**config.mk**
```make
export PLATFORM = sky130hd
export DESIGN_NAME = tcw_queue
export DESIGN_NICKNAME = d
export VERILOG_FILES = /design/src/tcw_pkg.sv /design/src/tcw_queue.sv
export VERILOG_INCLUDE_DIRS = /design/src /design/src/src
export SDC_FILE = /design/constraint.sdc
export NUM_CORES = 1
export LEC_CHECK = 0
export BUFFER_PORTS_ARGS = -buffer_cell sky130_fd_sc_hd__buf_4
export CAP_MARGIN = 20
export CORE_ASPECT_RATIO = 0.75
export CORE_MARGIN = 5
export CORE_UTILIZATION = 40
export CTS_CLUSTER_SIZE = 8
export DETAILED_ROUTE_END_ITERATION = 10
export PLACE_DENSITY = 0.75
export SLEW_MARGIN = 10
export SYNTH_ARGS = -nofsm -noshare
export SYNTH_HDL_FRONTEND = slang
export SYNTH_SLANG_ARGS = --single-unit
```
**constraint.sdc**
```tcl
create_clock -name clk -period 3 [get_ports clk]
set_input_delay 0.6 -clock clk [delete_from_list [all_inputs] [get_ports clk]]
set_output_delay 0.6 -clock clk [all_outputs]
set_load 0.1 [all_outputs]
```
**src/text_console_writer_top_assert.svh**
```systemverilog
// ---------------------------------------------------------------------------
// text console writer assertion macros
// shared concurrent check forms, clocked on clk, off while arst_n is low
// ---------------------------------------------------------------------------
`ifndef TEXT_CONSOLE_WRITER_TOP_ASSERT_SVH
`define TEXT_CONSOLE_WRITER_TOP_ASSERT_SVH

// condition that holds at every clock edge
`define TCW_ASSERT_ALWAYS(label, cond, msg) \
	label: assert property (@(posedge clk) disable iff (!arst_n) (cond)) \
		else $error(msg);

// antecedent in one cycle forces the consequent in the next
`define TCW_ASSERT_NEXT(label, ante, cons, msg) \
	label: assert property (@(posedge clk) disable iff (!arst_n) (ante) |=> (cons)) \
		else $error(msg);

`endif

```
**src/tcw_pkg.sv**
```systemverilog
// ---------------------------------------------------------------------------
// tcw_pkg
// shared command codes, character constants and the queued item type
// ---------------------------------------------------------------------------
package tcw_pkg;

	// command codes; codes 6 and 7 mean nothing
	typedef enum logic [2:0] {
		CMD_PUT_CURSOR = 3'd0,
		CMD_PUT_POS    = 3'd1,
		CMD_SET_CURSOR = 3'd2,
		CMD_SET_COLOR  = 3'd3,
		CMD_CLEAR      = 3'd4,
		CMD_READ       = 3'd5
	} cmd_t;

	// back end states
	typedef enum logic [2:0] {
		B_INIT,
		B_IDLE,
		B_READ,
		B_SCROLL,
		B_CLEAR
	} bstate_t;

	localparam logic [7:0] NEWLINE_CHAR = 8'h0A;
	localparam logic [7:0] BLANK_CHAR   = 8'h20;
	localparam logic [7:0] RESET_ATTR   = 8'h07;

	// widest linear cell address over all legal screen sizes (32 x 128)
	localparam int CELL_ADDR_W = 12;

	// entries in the queue between front and back
	localparam int QUEUE_DEPTH = 2;

	// classified item as it travels from front to back
	typedef struct packed {
		logic [2:0]             cmd;
		logic [7:0]             char_code;
		logic [4:0]             row;
		logic [6:0]             col;
		logic [7:0]             color;
		logic                   newline;
		logic                   on_screen;
		logic [CELL_ADDR_W-1:0] addr;
	} item_t;

endpackage

```
**src/tcw_queue.sv**
```systemverilog
// ---------------------------------------------------------------------------
// tcw_queue
// short item queue that decouples the front from the back
// ---------------------------------------------------------------------------
module tcw_queue (
	input  logic           clk,
	input  logic           arst_n,
	input  logic           push,
	input  tcw_pkg::item_t push_item,
	input  logic           pop,
	output logic           valid,
	output logic           full,
	output tcw_pkg::item_t head
);
	import tcw_pkg::*;

	localparam int PW = (QUEUE_DEPTH > 1) ? $clog2(QUEUE_DEPTH) : 1;
	localparam int CW = $clog2(QUEUE_DEPTH + 1);

	item_t           entry_q [QUEUE_DEPTH];
	logic [PW-1:0]   wr_ptr_q;
	logic [PW-1:0]   rd_ptr_q;
	logic [CW-1:0]   count_q;

	// status
	assign valid = (count_q != '0);
	assign full  = (count_q == CW'(QUEUE_DEPTH));
	assign head  = entry_q[rd_ptr_q];

	// pointers and fill count
	always_ff @(posedge clk or negedge arst_n) begin
		if (!arst_n) begin
			wr_ptr_q <= '0;
			rd_ptr_q <= '0;
			count_q  <= '0;
		end else begin
			if (push) begin
				wr_ptr_q <= (wr_ptr_q == PW'(QUEUE_DEPTH - 1)) ? '0 : wr_ptr_q + 1'b1;
			end
			if (pop) begin
				rd_ptr_q <= (rd_ptr_q == PW'(QUEUE_DEPTH - 1)) ? '0 : rd_ptr_q + 1'b1;
			end
			if (push && !pop) begin
				count_q <= count_q + 1'b1;
			end else if (pop && !push) begin
				count_q <= count_q - 1'b1;
			end
		end
	end

	// entry storage
	always_ff @(posedge clk) begin
		if (push) begin
			entry_q[wr_ptr_q] <= push_item;
		end
	end

	`include "text_console_writer_top_assert.svh"

	`TCW_ASSERT_ALWAYS(a_count_bound, count_q <= CW'(QUEUE_DEPTH), "queue count past depth")
	`TCW_ASSERT_ALWAYS(a_no_pop_empty, !pop || (count_q != '0), "pop from empty queue")
	`TCW_ASSERT_ALWAYS(a_no_push_full, !push || (count_q != CW'(QUEUE_DEPTH)), "push to full queue")

endmodule

```
Yosys cells after proc, flatten, opt, wreduce, memory -nomap -nowiden
Memories as Yosys holds them, arrays and structs flattened.
Cells that the tools add are included.
{ "totals": {"output_inout_bits": 47, "in_bits": 49, "register_bits": 4, "wordCells": 21, "mem_count": 1, "mem_bits_rw": 90} }
{ "op_classes": {"muxes": 6, "n_addsub": 4, "eq_ne": 1, "n_reduce_logical": 6} }
{ "memory_table": {"columns": ["memory", "depth", "word_bits", "rd", "rd_clocked_by_memory_dff", "wr", "line", "text"], "rows": [
  ["entry_q", 2, 45, 1, 0, 1, "tcw_queue.sv:20", "item_t entry_q [QUEUE_DEPTH];"]
]} }
{ "ops": {"columns": ["operator", "count"], "rows": [
  ["$mux W1", 4],
  ["$mux W2", 2],
  ["$reduce_bool A2 Y1", 2],
  ["$add A1 B1 Y1 const B", 2],
  ["$add A2 B1 Y2 const B", 1],
  ["$eq A2 B2 Y1 const B", 1],
  ["$logic_and A1 B1 Y1", 2],
  ["$logic_not A1 Y1", 2],
  ["$sub A2 B1 Y2 const B", 1]
]} }

Logic depth before layout (Yosys ltp)
{ "depth": {"word_depth": 4, "mapped_depth": 5, "ltp_nobuf": 5} }

Worst setup path before layout
No wires, ideal clock.
{ "synth_path": {"path_kind": "input port to flip-flop", "from": "input push", "to": "memory entry_q[0][0] (netlist bit), enable pin", "arrival_time_ps": 2603, "stages": 1, "slack_ps": -56, "path_buffers": 0, "cell_sequence": "nor2b_1"} }
{ "synth_via": {"elab_chain_cells": 2} }
{ "synth_lines": {"columns": ["item", "line", "text"], "rows": [
  ["start: declaration", "tcw_queue.sv:8", "input logic push,"],
  ["$mux W1", "tcw_queue.sv:53", "if (push) begin"],
  ["$mux W1 (not written as such)", "tcw_queue.sv:54", "entry_q[wr_ptr_q] <= push_item;"],
  ["end: declaration", "tcw_queue.sv:20", null]
]} }
Every way passes these cells.

==> flow_summary_export.csv <==
group,metric,value,unit
outcome,status,"complete, no violations",
sta,drv_slew,0,
worst_setup_path,start_kind,"flop",
floorplanning,rows,30,
global_routing,grt_first_pass_wirelength,9340,um
cts,h-tree-depth,3,
sta,tightest_slew,0.576,ns
synthesis,synth_area_leaders,"edfxtp_1, mux2_4, dfrtp_1",
layout,drive_above_1_share,61.7,%
cts,clk_latency,0.34,ns
worst_setup_path,required,2.40,ns
global_routing,grt_overflow,0,
sta,fmax,420,MHz
routing,routed_via_density,4.58,
sta,hold_violations,0,
place,gp_congestion,0.694,
cts,cts_hold_buf,0,
sta,period_share,79.4,%
synthesis,synth_compound_area_share,0,%
cts,cts_tree,"yes",
synthesis,postSynthNetCount,206,
floorplanning,io_pins,96,
global_routing,grt_max_degree,37,
worst_setup_path,cpPeakStageDelay,0.44,ns
routing,initialDrtViolationCount,54,
synthesis,ys_seq_elements,94,
routing,wl_per_cell,16.1,um
synthesis,synth_top_cell_by_area,"edfxtp_1",
cts,cts_root_buffer,"clkbuf_16",
routing,drc_errors,0,
synthesis,ys_warn_count,0,
synthesis,synth-adder-area-share,0.344,%
layout,layout.nets,311,
floorplanning,start_util,40.5,%
layout,finish.utilization,53.0,%
routing,ant_nets,0,
cts,numCtsBuffers,9,
synthesis,ys_seq_area_share,77.1,%
worst_setup_path,worstPathMaxFanout,29,
synthesis,synth_cell_type_count,14,
cts,cts_resized,0,
place,dp_cells,362,
sta,setup_slack,0.617,ns
global_routing,grt_pass1_vias,1893,
worst_setup_path,crit_path_top_delay_cell,"buf_4",
worst_hold_path,hold_path.class,"input port to asynchronous set/reset pin",
global_routing,antenna_found_initial,0,
cts,clockBufferDepth,2,
worst_setup_path,worst-setup-path-type,"flop to output pin",
cts,clkTransAtPathRegs,0.06,ns
synthesis,synth_area,0.00364,mm^2
floorplanning,fp.dieH,92.6,um
sta,rsz0062_at_grt,"false",
layout,fin_cells,378,
cts,postCtsSetupBuffers,0,
sta,setup_tns,0,ns
sta,relSlewSlack,61.5,%
synthesis,synth_flop_cell,"edfxtp_1",
synthesis,synth_cells,156,
place,dp_worst_setup_slack,0.957,ns
synthesis,ys_async_sr_fraction,4.26,%
routing,dr_wl_met2,3030,um
synthesis,synth_enable_flop_cells,90,
layout,synthToLayoutAreaGrowth,30.9,%
global_routing,track_usage,11.3,%
worst_setup_path,crit_top_cell,"buf_4",
synthesis,avgSynthCellArea,23.3,um^2
cts,clock-sinks,94,
routing,num_vias,1731,
place,io_buffers,95,
synthesis,yosys-top-cells-count,"edfxtp_1, mux2_4, mux2_2",
worst_setup_path,cp.arrival,1.78,ns
floorplanning,core,0.00897,mm^2
routing,dr.pass1.iters,4,
place,dp_hpwl,4180,um
worst_setup_path,cp_cell_sequence,"buf_4 > mux2_2 > buf_4",
routing,wl_met3,643,um
synthesis,yosysTopAreaCellShare,74.3,%
routing,wl,6080,um
sta,clock_skew,0.00456,ns
floorplanning,die_w,120,um
synthesis,synth_xor_xnor_area_share,1.20,%
layout,antenna_cells,0,
run,maxCapViolations,0,
synthesis,synthMuxAreaShare,18.0,%
routing,wl_met1,2330,um
sta,finalCriticalPeriod,2.38,ns
synthesis,yosys.area_share.simple,0.791,%
worst_setup_path,end_kind,"output pin",
floorplanning,die_area,0.0111,mm^2
synthesis,synth_top_family_by_area,"multiplexers",
routing,highest_layer,"met4",
synthesis,yosysMostFrequentCell,"edfxtp_1",
sta,setup_viol,0,
==> final cells by class <==
type,count,area [um^2]
clock buffers,9,225
clock inverters,7,82.6
fillers,723,4210
inverters,1,3.75
multi-input cells,56,747
flip-flops and latches,94,2800
well taps,112,140
repair buffers,99,756
==> kinds of logic (layout without fill, tap and decap cells) <==
group         after synthesis  after routing
fa+ha+maj                   1              1
simple gates                5              5
flops                      94             94
mux                        45             45
buf+inv                     6            116
xor+xnor                    5              5
==> worst max-delay path: cells and delay by family (launching register included) <==
family / cells / cell delay, ns
buffers and inverters: 2 / 0.67
flip-flops: 1 / 0.35
multiplexers: 1 / 0.39
==> flip-flops by register name, indices dropped and copies added (netlist names) <==
name      cells
count_q       2
entry_q      90
rd_ptr_q      1
wr_ptr_q      1
==> metrics by stage <==
| step | hold WS, ns | area [um^2] |
|---|---|---|
| 2_1_floorplan | 0.304 | 3640 |
| 3_3_place_gp | 0.398 | 4450 |
| 3_5_place_dp | 0.399 | 4450 |
| 4_1_cts | 0.0301 | 4760 |
| 5_1_grt | 0.0284 | 4760 |
| 6_report | 0.0483 | 4760 |
==> worst paths after layout <==
kind                               start              to  slack [ns]  depth (start not counted)
max                             rd_ptr_q        head[25]        0.62                          3
max reg2reg                     wr_ptr_q  entry_q[1][26]        1.38                          2
min in group clk           push_item[30]  entry_q[1][30]        0.44                          1
max in group asynchronous         arst_n        rd_ptr_q        2.84                          1
min reg2reg                   count_q[1]      count_q[1]        0.48                          1
min                               arst_n      count_q[1]        0.05                          1
==> per-layer routing <==
layer | GRT usage [%] | up-vias
met5 | 0 | -
met3 | 6.84 | 8
met2 | 18.6 | 71
met4 | 4.58 | 0
met1 | 11.8 | 834
li1 | - | 818
==> layout by cell type (no fill, tap or decap), types with 2 or more instances in the layout <==
master      n
buf_4      98
clkbuf_16   9
clkinv_4    4
dfrtp_1     3
edfxtp_1   90
inv_6       2
mux2_2      6
mux2_4     39
xor2_1      4
Power is not shown: default switching activity piles up to over one toggle a cycle in this logic, so the estimate is an artifact.
