### config.mk
export PLATFORM = sky130hd
export DESIGN_NAME = tcw_front
export DESIGN_NICKNAME = d
export VERILOG_FILES = /design/src/text_console_writer_top_assert.svh /design/src/tcw_pkg.sv /design/src/tcw_front.sv
export SDC_FILE = /design/constraint.sdc
export NUM_CORES = 1
export LEC_CHECK = 0
export BUFFER_PORTS_ARGS = -buffer_cell sky130_fd_sc_hd__buf_2
export CAP_MARGIN = 20
export CORE_ASPECT_RATIO = 1.25
export CORE_MARGIN = 1
export CORE_UTILIZATION = 30
export DETAILED_ROUTE_END_ITERATION = 7
export PLACE_DENSITY_LB_ADDON = 0.05
export SLEW_MARGIN = 20
export SYNTH_ARGS = -nofsm -noshare
export SYNTH_HDL_FRONTEND = slang
export SYNTH_SLANG_ARGS = --single-unit
### constraint.sdc
create_clock -name vclk -period 1.56
set_input_delay 0.078 -clock vclk [all_inputs]
set_output_delay 0.078 -clock vclk [all_outputs]
set_load 0.02 [all_outputs]
### src/text_console_writer_top_assert.svh
// ---------------------------------------------------------------------------
// text console writer assertion macros
// shared concurrent check forms, clocked on clk, off while arst_n is low
// ---------------------------------------------------------------------------
`ifndef TEXT_CONSOLE_WRITER_TOP_ASSERT_SVH
`define TEXT_CONSOLE_WRITER_TOP_ASSERT_SVH

// condition that holds at every clock edge
`define TCW_ASSERT_ALWAYS(label, cond, msg) \
	label: assert property (@(posedge clk) disable iff (!arst_n) (cond)) \
		else $error(msg);

// antecedent in one cycle forces the consequent in the next
`define TCW_ASSERT_NEXT(label, ante, cons, msg) \
	label: assert property (@(posedge clk) disable iff (!arst_n) (ante) |=> (cons)) \
		else $error(msg);

`endif

### src/tcw_pkg.sv
// ---------------------------------------------------------------------------
// tcw_pkg
// shared command codes, character constants and the queued item type
// ---------------------------------------------------------------------------
package tcw_pkg;

	// command codes; codes 6 and 7 mean nothing
	typedef enum logic [2:0] {
		CMD_PUT_CURSOR = 3'd0,
		CMD_PUT_POS    = 3'd1,
		CMD_SET_CURSOR = 3'd2,
		CMD_SET_COLOR  = 3'd3,
		CMD_CLEAR      = 3'd4,
		CMD_READ       = 3'd5
	} cmd_t;

	// back end states
	typedef enum logic [2:0] {
		B_INIT,
		B_IDLE,
		B_READ,
		B_SCROLL,
		B_CLEAR
	} bstate_t;

	localparam logic [7:0] NEWLINE_CHAR = 8'h0A;
	localparam logic [7:0] BLANK_CHAR   = 8'h20;
	localparam logic [7:0] RESET_ATTR   = 8'h07;

	// widest linear cell address over all legal screen sizes (32 x 128)
	localparam int CELL_ADDR_W = 12;

	// entries in the queue between front and back
	localparam int QUEUE_DEPTH = 2;

	// classified item as it travels from front to back
	typedef struct packed {
		logic [2:0]             cmd;
		logic [7:0]             char_code;
		logic [4:0]             row;
		logic [6:0]             col;
		logic [7:0]             color;
		logic                   newline;
		logic                   on_screen;
		logic [CELL_ADDR_W-1:0] addr;
	} item_t;

endpackage

### src/tcw_front.sv
// ---------------------------------------------------------------------------
// tcw_front
// accepts command items and classifies them: newline, screen bounds and
// linear cell address
// ---------------------------------------------------------------------------
module tcw_front #(
	parameter int COLUMNS = 80,
	parameter int ROWS    = 25
) (
	input  logic                start,
	input  logic                busy,
	input  logic [2:0]          command,
	input  logic [7:0]          char_code,
	input  logic [4:0]          row,
	input  logic [6:0]          col,
	input  logic [7:0]          color,
	output logic                push,
	output tcw_pkg::item_t      item
);
	import tcw_pkg::*;

	// handshake
	assign push = start && !busy;

	// classification
	always_comb begin
		item.cmd       = command;
		item.char_code = char_code;
		item.row       = row;
		item.col       = col;
		item.color     = color;
		item.newline   = (char_code == NEWLINE_CHAR);
		item.on_screen = ({1'b0, row} < 6'(ROWS)) && ({1'b0, col} < 8'(COLUMNS));
		item.addr      = CELL_ADDR_W'(row) * CELL_ADDR_W'(COLUMNS) + CELL_ADDR_W'(col);
	end

endmodule

## Yosys cells after proc, flatten, opt, wreduce, memory -nomap -nowiden

Cells that the tools add are included.
Widths: inputs -> output; s select.

| storage, ports and cells | value |
|---|---|
| register bits | 0 |
| word-level logic and storage cells | 8 |

| cells by class | value |
|---|---|
| $add $sub $neg | 1 |
| multipliers | 1 |
| $lt $le $gt $ge | 2 |
| eq/ne operators | 1 |
| reduce and logical (&&, ||, !) cells | 3 |

Operators by type and width:

| operator | count |
|---|---|
| $add 12x7->12 | 1 |
| $eq 8x4->1 const B | 1 |
| $mul 5x3->8 const B | 1 |
| $lt 7x7->1 const B | 1 |
| $lt 5x5->1 const B | 1 |
| $logic_and 1x1->1 | 2 |
| $logic_not 1->1 | 1 |

## Longest topological paths before layout

Gate-level depths: netlist (run 1).

| depth | value |
|---|---|
| depth in word-level cells | 2 |
| mapped depth | 6 |
| mapped depth without buffers | 6 |

## Worst setup path after synthesis (run 1)

No wires, ideal clock.

| timing | value |
|---|---|
| path type | input to output |
| from | in row[1] |
| to | out item[10] (netlist name) |
| data arrival time | 1.725 ns |
| data required time | 1.482 ns |
| path slack | -0.243 ns |
| cell stages on the path | 6 |
| path buffers | 0 |
| cell sequence | ha_1 ha_1 fa_1 xor2_1 nand3_1 xnor2_1 |

RTL lines:

| item | RTL line | source |
|---|---|---|
| start, declared | tcw_front.sv:14 | `input logic [4:0] row,` |
| end, declared | tcw_front.sv:18 | `output tcw_pkg::item_t item` |

==> results of run 1 <==
## power groups by stage
stage / logic (mW) / registers [mW] / clock network, mW
4_1_cts: 0.452 / 0 / 0
6_report: 0.467 / 0 / 0
2_1_floorplan: 0.352 / 0 / 0
5_1_grt: 0.505 / 0 / 0
3_5_place_dp: 0.409 / 0 / 0
3_3_place_gp: 0.409 / 0 / 0
## per-layer routing
metal | part of all wire | track usage | vias to the layer above
li1 | - | - | 248
met5 | 0 | 0 | -
met4 | 0.029 | 0.0323 | 0
met2 | 0.55 | 0.198 | 28
met3 | 0.091 | 0.00694 | 10
met1 | 0.33 | 0.122 | 225
## placed cells by master, fill, tap and decap left out, drive strengths merged
cell      n
a21o      3
a21oi     3
a32o      1
and2      1
buf      57
fa        2
ha        9
nand2     1
nand3     1
nand4bb   1
nor2      2
nor2b     2
o21ai     1
o311ai    1
or4       1
xnor2     3
xor2      4
## timing repair
item | in CTS | in global routing
setup buffers | 0 | 0
resized for setup | 13 | 6
pin swaps | 9 | 0
setup endpoints to repair | 4 | 5
## Yosys cell counts, drive strengths merged
cell	count	area share
a21o	3	0.038
a21oi	3	0.038
a32o	1	0.017
and2	1	0.010
buf	35	0.44
fa	2	0.067
ha	9	0.19
nand2	1	0.0063
nand3	1	0.0083
nand4bb	1	0.019
nor2	2	0.013
nor2b	2	0.021
o21ai	1	0.0083
o311ai	1	0.015
or4	1	0.013
xnor2	3	0.044
xor2	4	0.058
## stage by stage
step           setup TNS, ns  std cells  hold WS [ns]  setup slack (ns)
6_report              -0.482        112         0.156            -0.160
5_1_grt               -0.728        112         0.156            -0.221
4_1_cts               -0.524        112         0.156            -0.160
3_5_place_dp          -0.839        112         0.156            -0.278
3_3_place_gp          -0.861        112         0.156            -0.281
2_1_floorplan        -0.0303         71         0.234           -0.0245
## final timing paths
check,start,to,slack (ns),depth (start not counted)
worst min-delay path,color[0],item[14],0.16,0
worst max-delay path,row[2],item[11],-0.16,8
## layout make-up
| class | count | area share |
|---|---|---|
| tap | 19 | 0.0281 |
| multi-input combinational | 36 | 0.552 |
| timing repair buffer | 57 | 0.419 |
## logic make-up (layout without fill, tap and decap cells)
group	after synthesis	in the layout	share of synthesized area
AOI/OAI and AO/OA	9	9	0.115
xor gates and xnor gates	7	7	0.102
adders and majority gates	11	11	0.255
buffers and inverters	35	57	0.438
and+or+nand+nor	9	9	0.0898
==> results.ini, run 1 <==
[floorplanning]
core-area_um2=1830
dieArea_um2=2180
die_w_um=42.0
num_rows=17
die_y_um=52.0
io_pins=79
initial_core_util=0.328

[layout]
seqCellArea_um2=0
nFlopsAndLatches=0
multi_input_area_um2=468
area_growth_pct=41.3
post-route-util=0.463
diodes=0
fillCellCount=194
design_area_um2=847
nets=139
nClkBuffers=0
layout-drive-gt1-share=0.785

[sta]
setup_viol=4
drv_slew=0
slew_headroom=0.801
setup_slack_ns=-0.160
fin_crit_ns=1.72
fmax_mhz=582
hold_viol=0
rsz0062_at_grt=yes
fin_crit_sh=1.10
tightest_slew_ns=0.295

[setup_path]
critPathKind=in -> out
critPathMaxStageDelay_ns=0.29
crit_family=compound AO/OA/AOI/OAI gates
path_cells=buf_2, ha_4, ha_1, a21o_1, a21oi_2, xnor2_2, a32o_2, buf_6
crit_slowest_cell=a32o_2
critical_path.max_fanout=3
crit_path_end_kind=output pin
required_ns=1.48
start_kind=primary input
critPathBufInv=2
cp_data_arrival_time_ns=1.64

[pwr]
p_leak_nw=0.444
pwr-share-clk=0
ir_drop_uv=231
p_sw_mw=0.236
p_int_mw=0.231
finalPower_mw=0.467
pwr_density_cell_nw_per_um2=551
seqPwrFrac=0
sw_frac_of_total=0.506
pwr-share-comb=1.000

[yosys]
synth_seq_area_share=0
syn_avg_cell_area_um2=8.44
syn_nets=115
synth.distinct_cells=18
syn_area_um2=599
syn_inst=71
ys.warnings.count=0

[grt]
grt_pass1_vias=438
grt_pass1_wl_um=1840
grt_max_degree=5
overflow=0
grtUsageTotal=0.104
antenna_found_initial=0

[routing]
final_antenna_net_count=0
drt_iter0_drc=0
avgViaCountPerCell=4.56
firstDrtPassIters=1
wl_per_cell_um=10.7
via_count=511
routed_wirelength_um=1200
drcViolationCount=0

[flow_run]
cap_viol_max_count=0

[place]
port_buffers=45
routabilityCongestion=0.632
hpwl_um=1070
post_dp_cell_area_um2=756

[hold_path]
hp-class=in -> out

[run_status]
status=complete, but fails checks
violations=setup timing

[clock_tree]
hold_buffers=0

(Power assumes the default switching activity.)
==> run 2: changes to the inputs <==
Settings changed: CORE_UTILIZATION 30 to 36.
Clock period 1.56 ns to 2.2 ns, I/O delays scaled along.
==> run 2 against run 1 <==
The run now ends clean; count of clock-buffer cells in the layout unchanged; routed wire length down 15%; sequential cell count unchanged; cell count down 11%; power down 51%; non-clock buffer count down 11; combinational power down 51%; hold slack better by 0.064 ns; final area down 30%; core utilization down 8.4 points; sequential share of layout area unchanged; global-route usage up 1.7 points.
==> results.ini, run 2 (synthesized netlist as in run 1, its figures left out) <==
[run_status]
status=finished, final reports clean

[routing]
wl_per_cell_um=10.2
via_count=469
firstDrtPassIters=2
drt_iter0_drc=1
avgViaCountPerCell=4.69
final_antenna_net_count=0
drcViolationCount=0
routed_wirelength_um=1020

[clock_tree]
postCtsSetupRepairBufs=0
hold_buffers=0
cts_resized=0

[layout]
nClkBuffers=0
final_common_cell=buf_2
nFlopsAndLatches=0
final_cell_mix=45 x buf_2, 9 x ha_1, 4 x xor2_1
nets=128
layout-drive-gt1-share=0.585
seqCellArea_um2=0
diodes=0
area_growth_pct=-1.25
fillCellCount=168

[sta]
hold_viol=0
setup_tns_ns=0
rsz0062_at_grt=no
setup_viol=0
fin_crit_ns=2.03
fin_crit_sh=0.922
slew_headroom=0.819
fmax_mhz=493
drv_slew=0
tightest_slew_ns=0.271

[setup_path]
crit_slowest_cell=fa_1
required_ns=2.09
critPathMaxStageDelay_ns=0.40
critPathBufInv=2
path_cells=buf_2, ha_1, ha_1, fa_1, xor2_1, nand3_1, xnor2_1, buf_2
start_kind=primary input
critPathLaunch=row[1]
critical_path.max_fanout=5
critPathKind=in -> out
crit_path_end_kind=output pin
cp_data_arrival_time_ns=1.92
crit_family=adder cells

[floorplanning]
io_pins=79
core-area_um2=1560
num_rows=16
dieArea_um2=1830
die_w_um=38.5
die_y_um=47.6
initial_core_util=0.384

[grt]
grt_max_degree=6
grt_pass1_vias=433
grt_pass1_wl_um=1690
antenna_found_initial=0
grtUsageTotal=0.121
overflow=0

[pwr]
p_leak_nw=0.353
ir_drop_uv=138
pwr_density_cell_nw_per_um2=386
finalPower_mw=0.228

[place]
port_buffers=45
routabilityCongestion=0.637
hpwl_um=904

[hold_path]
hp-class=in -> out
min_from=color[3]

[flow_run]
cap_viol_max_count=0

==> run 2: through the flow <==
step | hold slack (ns) | setup slack, ns | utilization | instances | cell area, µm²
after global placement | 0.220 | 0.210 | 0.379 | 100 | 592
after floorplan | 0.298 | 0.333 | - | 71 | 599
after CTS | 0.220 | 0.170 | 0.379 | 100 | 592
after detailed placement | 0.220 | 0.172 | 0.379 | 100 | 592
final | 0.220 | 0.171 | 0.379 | 100 | 592
after global routing | 0.220 | 0.00845 | 0.379 | 100 | 592
==> run 2: layout make-up <==
class / instances / area, µm² / share of cell area
Multi-Input combinational cell: 36 / 337 / 0.569
Tap cell: 18 / 22.5 / 0.0381
Timing Repair Buffer: 46 / 233 / 0.393
==> run 2: path summary, 6_finish.rpt <==
kind,end,slack (ns),depth (start not counted)
max,item[10],0.17,8
min,item[17],0.22,0
==> run 2: layer usage <==
metal | global-route usage | up-vias | wire length [µm]
met5 | 0 | - | 0
met4 | 0.0345 | 0 | 24
met3 | 0.0140 | 6 | 110
met2 | 0.237 | 30 | 487
met1 | 0.134 | 203 | 392
li1 | - | 230 | -
==> run 2: power by group <==
part | internal (mW) | switching (mW)
clock network | 0 | 0
logic | 0.0920 | 0.136
registers | 0 | 0
total | 0.0920 | 0.136
==> run 3: changes to the inputs <==
Settings changed: PLACE_DENSITY set to 0.91, PLACE_DENSITY_LB_ADDON 0.05 to unset.
==> run 3 against run 2 <==
Critical path depth stayed put; power is 0.14% higher; routed wire length increased by 11%; combinational power about the same; sequential share of layout area unchanged; non-clock buffer count fell by 1; die area did not move; count of clock-buffer cells in the layout did not move; via count did not move; critical path type unchanged; largest cell class unchanged; highest routed layer unchanged.
==> results.ini, run 3 (synthesized netlist as in run 1, its figures left out) <==
[sta]
setup_viol=0
fin_crit_ns=2.02
tightest_slew_ns=0.254
hold_viol=0
slew_headroom=0.829
rsz0062_at_grt=no
fmax_mhz=496
fin_crit_sh=0.916
drv_slew=0
setup_tns_ns=0

[setup_path]
critPathLaunch=row[1]
critPathKind=in -> out
path_cells=buf_2, ha_1, ha_1, fa_1, xor2_2, nand3_1, xnor2_1, buf_2
critical_path.max_fanout=5
crit_path_end_kind=output pin
required_ns=2.09
critPathMaxStageDelay_ns=0.43
critPathBufInv=2
crit_family=adder cells
crit_slowest_cell=fa_1
start_kind=primary input
cp_data_arrival_time_ns=1.91

[layout]
area_growth_pct=-1.25
seqCellArea_um2=0
final_cell_mix=45 x buf_2, 9 x ha_1, 3 x a21o_1, 3 x xnor2_1, 3 x xor2_1
nets=127
nClkBuffers=0
final_cells=99
layout-drive-gt1-share=0.593
nFlopsAndLatches=0
final_common_cell=buf_2
diodes=0

[pwr]
ir_drop_uv=130
p_leak_nw=0.349
finalPower_mw=0.229
pwr_density_cell_nw_per_um2=386

[grt]
antenna_found_initial=0
grt_max_degree=6
grt_pass1_wl_um=1480
grt_pass1_vias=379
grtUsageTotal=0.106
overflow=0

[floorplanning]
dieArea_um2=1830
io_pins=79
die_w_um=38.5
num_rows=16
initial_core_util=0.384
die_y_um=47.6
core-area_um2=1560

[place]
hpwl_um=1020
routabilityCongestion=0.704
placed_cells=99
port_buffers=45

[routing]
avgViaCountPerCell=4.74
wl_per_cell_um=11.4
via_count=469
drt_iter0_drc=1
routed_wirelength_um=1130
drcViolationCount=0
final_antenna_net_count=0
firstDrtPassIters=4

[hold_path]
min_from=color[6]
worstHoldEndpoint=item[20]
holdPathStages=0
hp-class=in -> out

[flow_run]
cap_viol_max_count=0

[run_status]
status=finished, final reports clean

[clock_tree]
hold_buffers=0

## run 3: cell types whose count changed in the layout (fill, tap and decap cells not counted), sizes merged
cell	previous run	this run
buf	46	45
## run 3: final cells by class
type | count | area, µm²
Fill cell | 164 | 970
Timing Repair Buffer | 45 | 225
Multi-Input combinational cell | 36 | 344
Tap cell | 18 | 22.5
## run 3: worst max path at each step
stage | end | slack (ns) | depth (start not counted)
global route | item[10] | 0.06 | 8
global placement | item[10] | 0.18 | 8
finish | item[10] | 0.18 | 8
CTS | item[10] | 0.13 | 8
floorplan | item[10] | 0.33 | 6
detailed placement | item[10] | 0.14 | 8
## run 3: through the flow
| stage | hold WS (ns) | utilization | area (µm²) | worst slack (ns) |
|---|---|---|---|---|
| floorplan | 0.298 | - | 599 | 0.333 |
| global placement | 0.220 | 0.374 | 584 | 0.183 |
| detailed placement | 0.220 | 0.374 | 584 | 0.143 |
| CTS | 0.220 | 0.374 | 584 | 0.132 |
| global route | 0.220 | 0.379 | 592 | 0.0636 |
| finish | 0.220 | 0.379 | 592 | 0.184 |
## run 3: routing by layer
| layer | track usage | routed length (µm) | vias up |
|---|---|---|---|
| li1 | - | - | 227 |
| met1 | 0.154 | 450 | 204 |
| met3 | 0 | 113 | 8 |
| met2 | 0.170 | 534 | 30 |
| met4 | 0.0345 | 31 | 0 |
| met5 | 0 | 0 | - |
## run 3: power by group
group,internal (mW),switching [mW]
Combinational,0.0896,0.139
Sequential,0,0
Clock,0,0
Total,0.0896,0.139
## run 3: repair_timing
action | in CTS | in global routing
gates resized for setup | 0 | 1
setup buffers | 0 | 0
endpoints found under the setup margin | 0 | 1
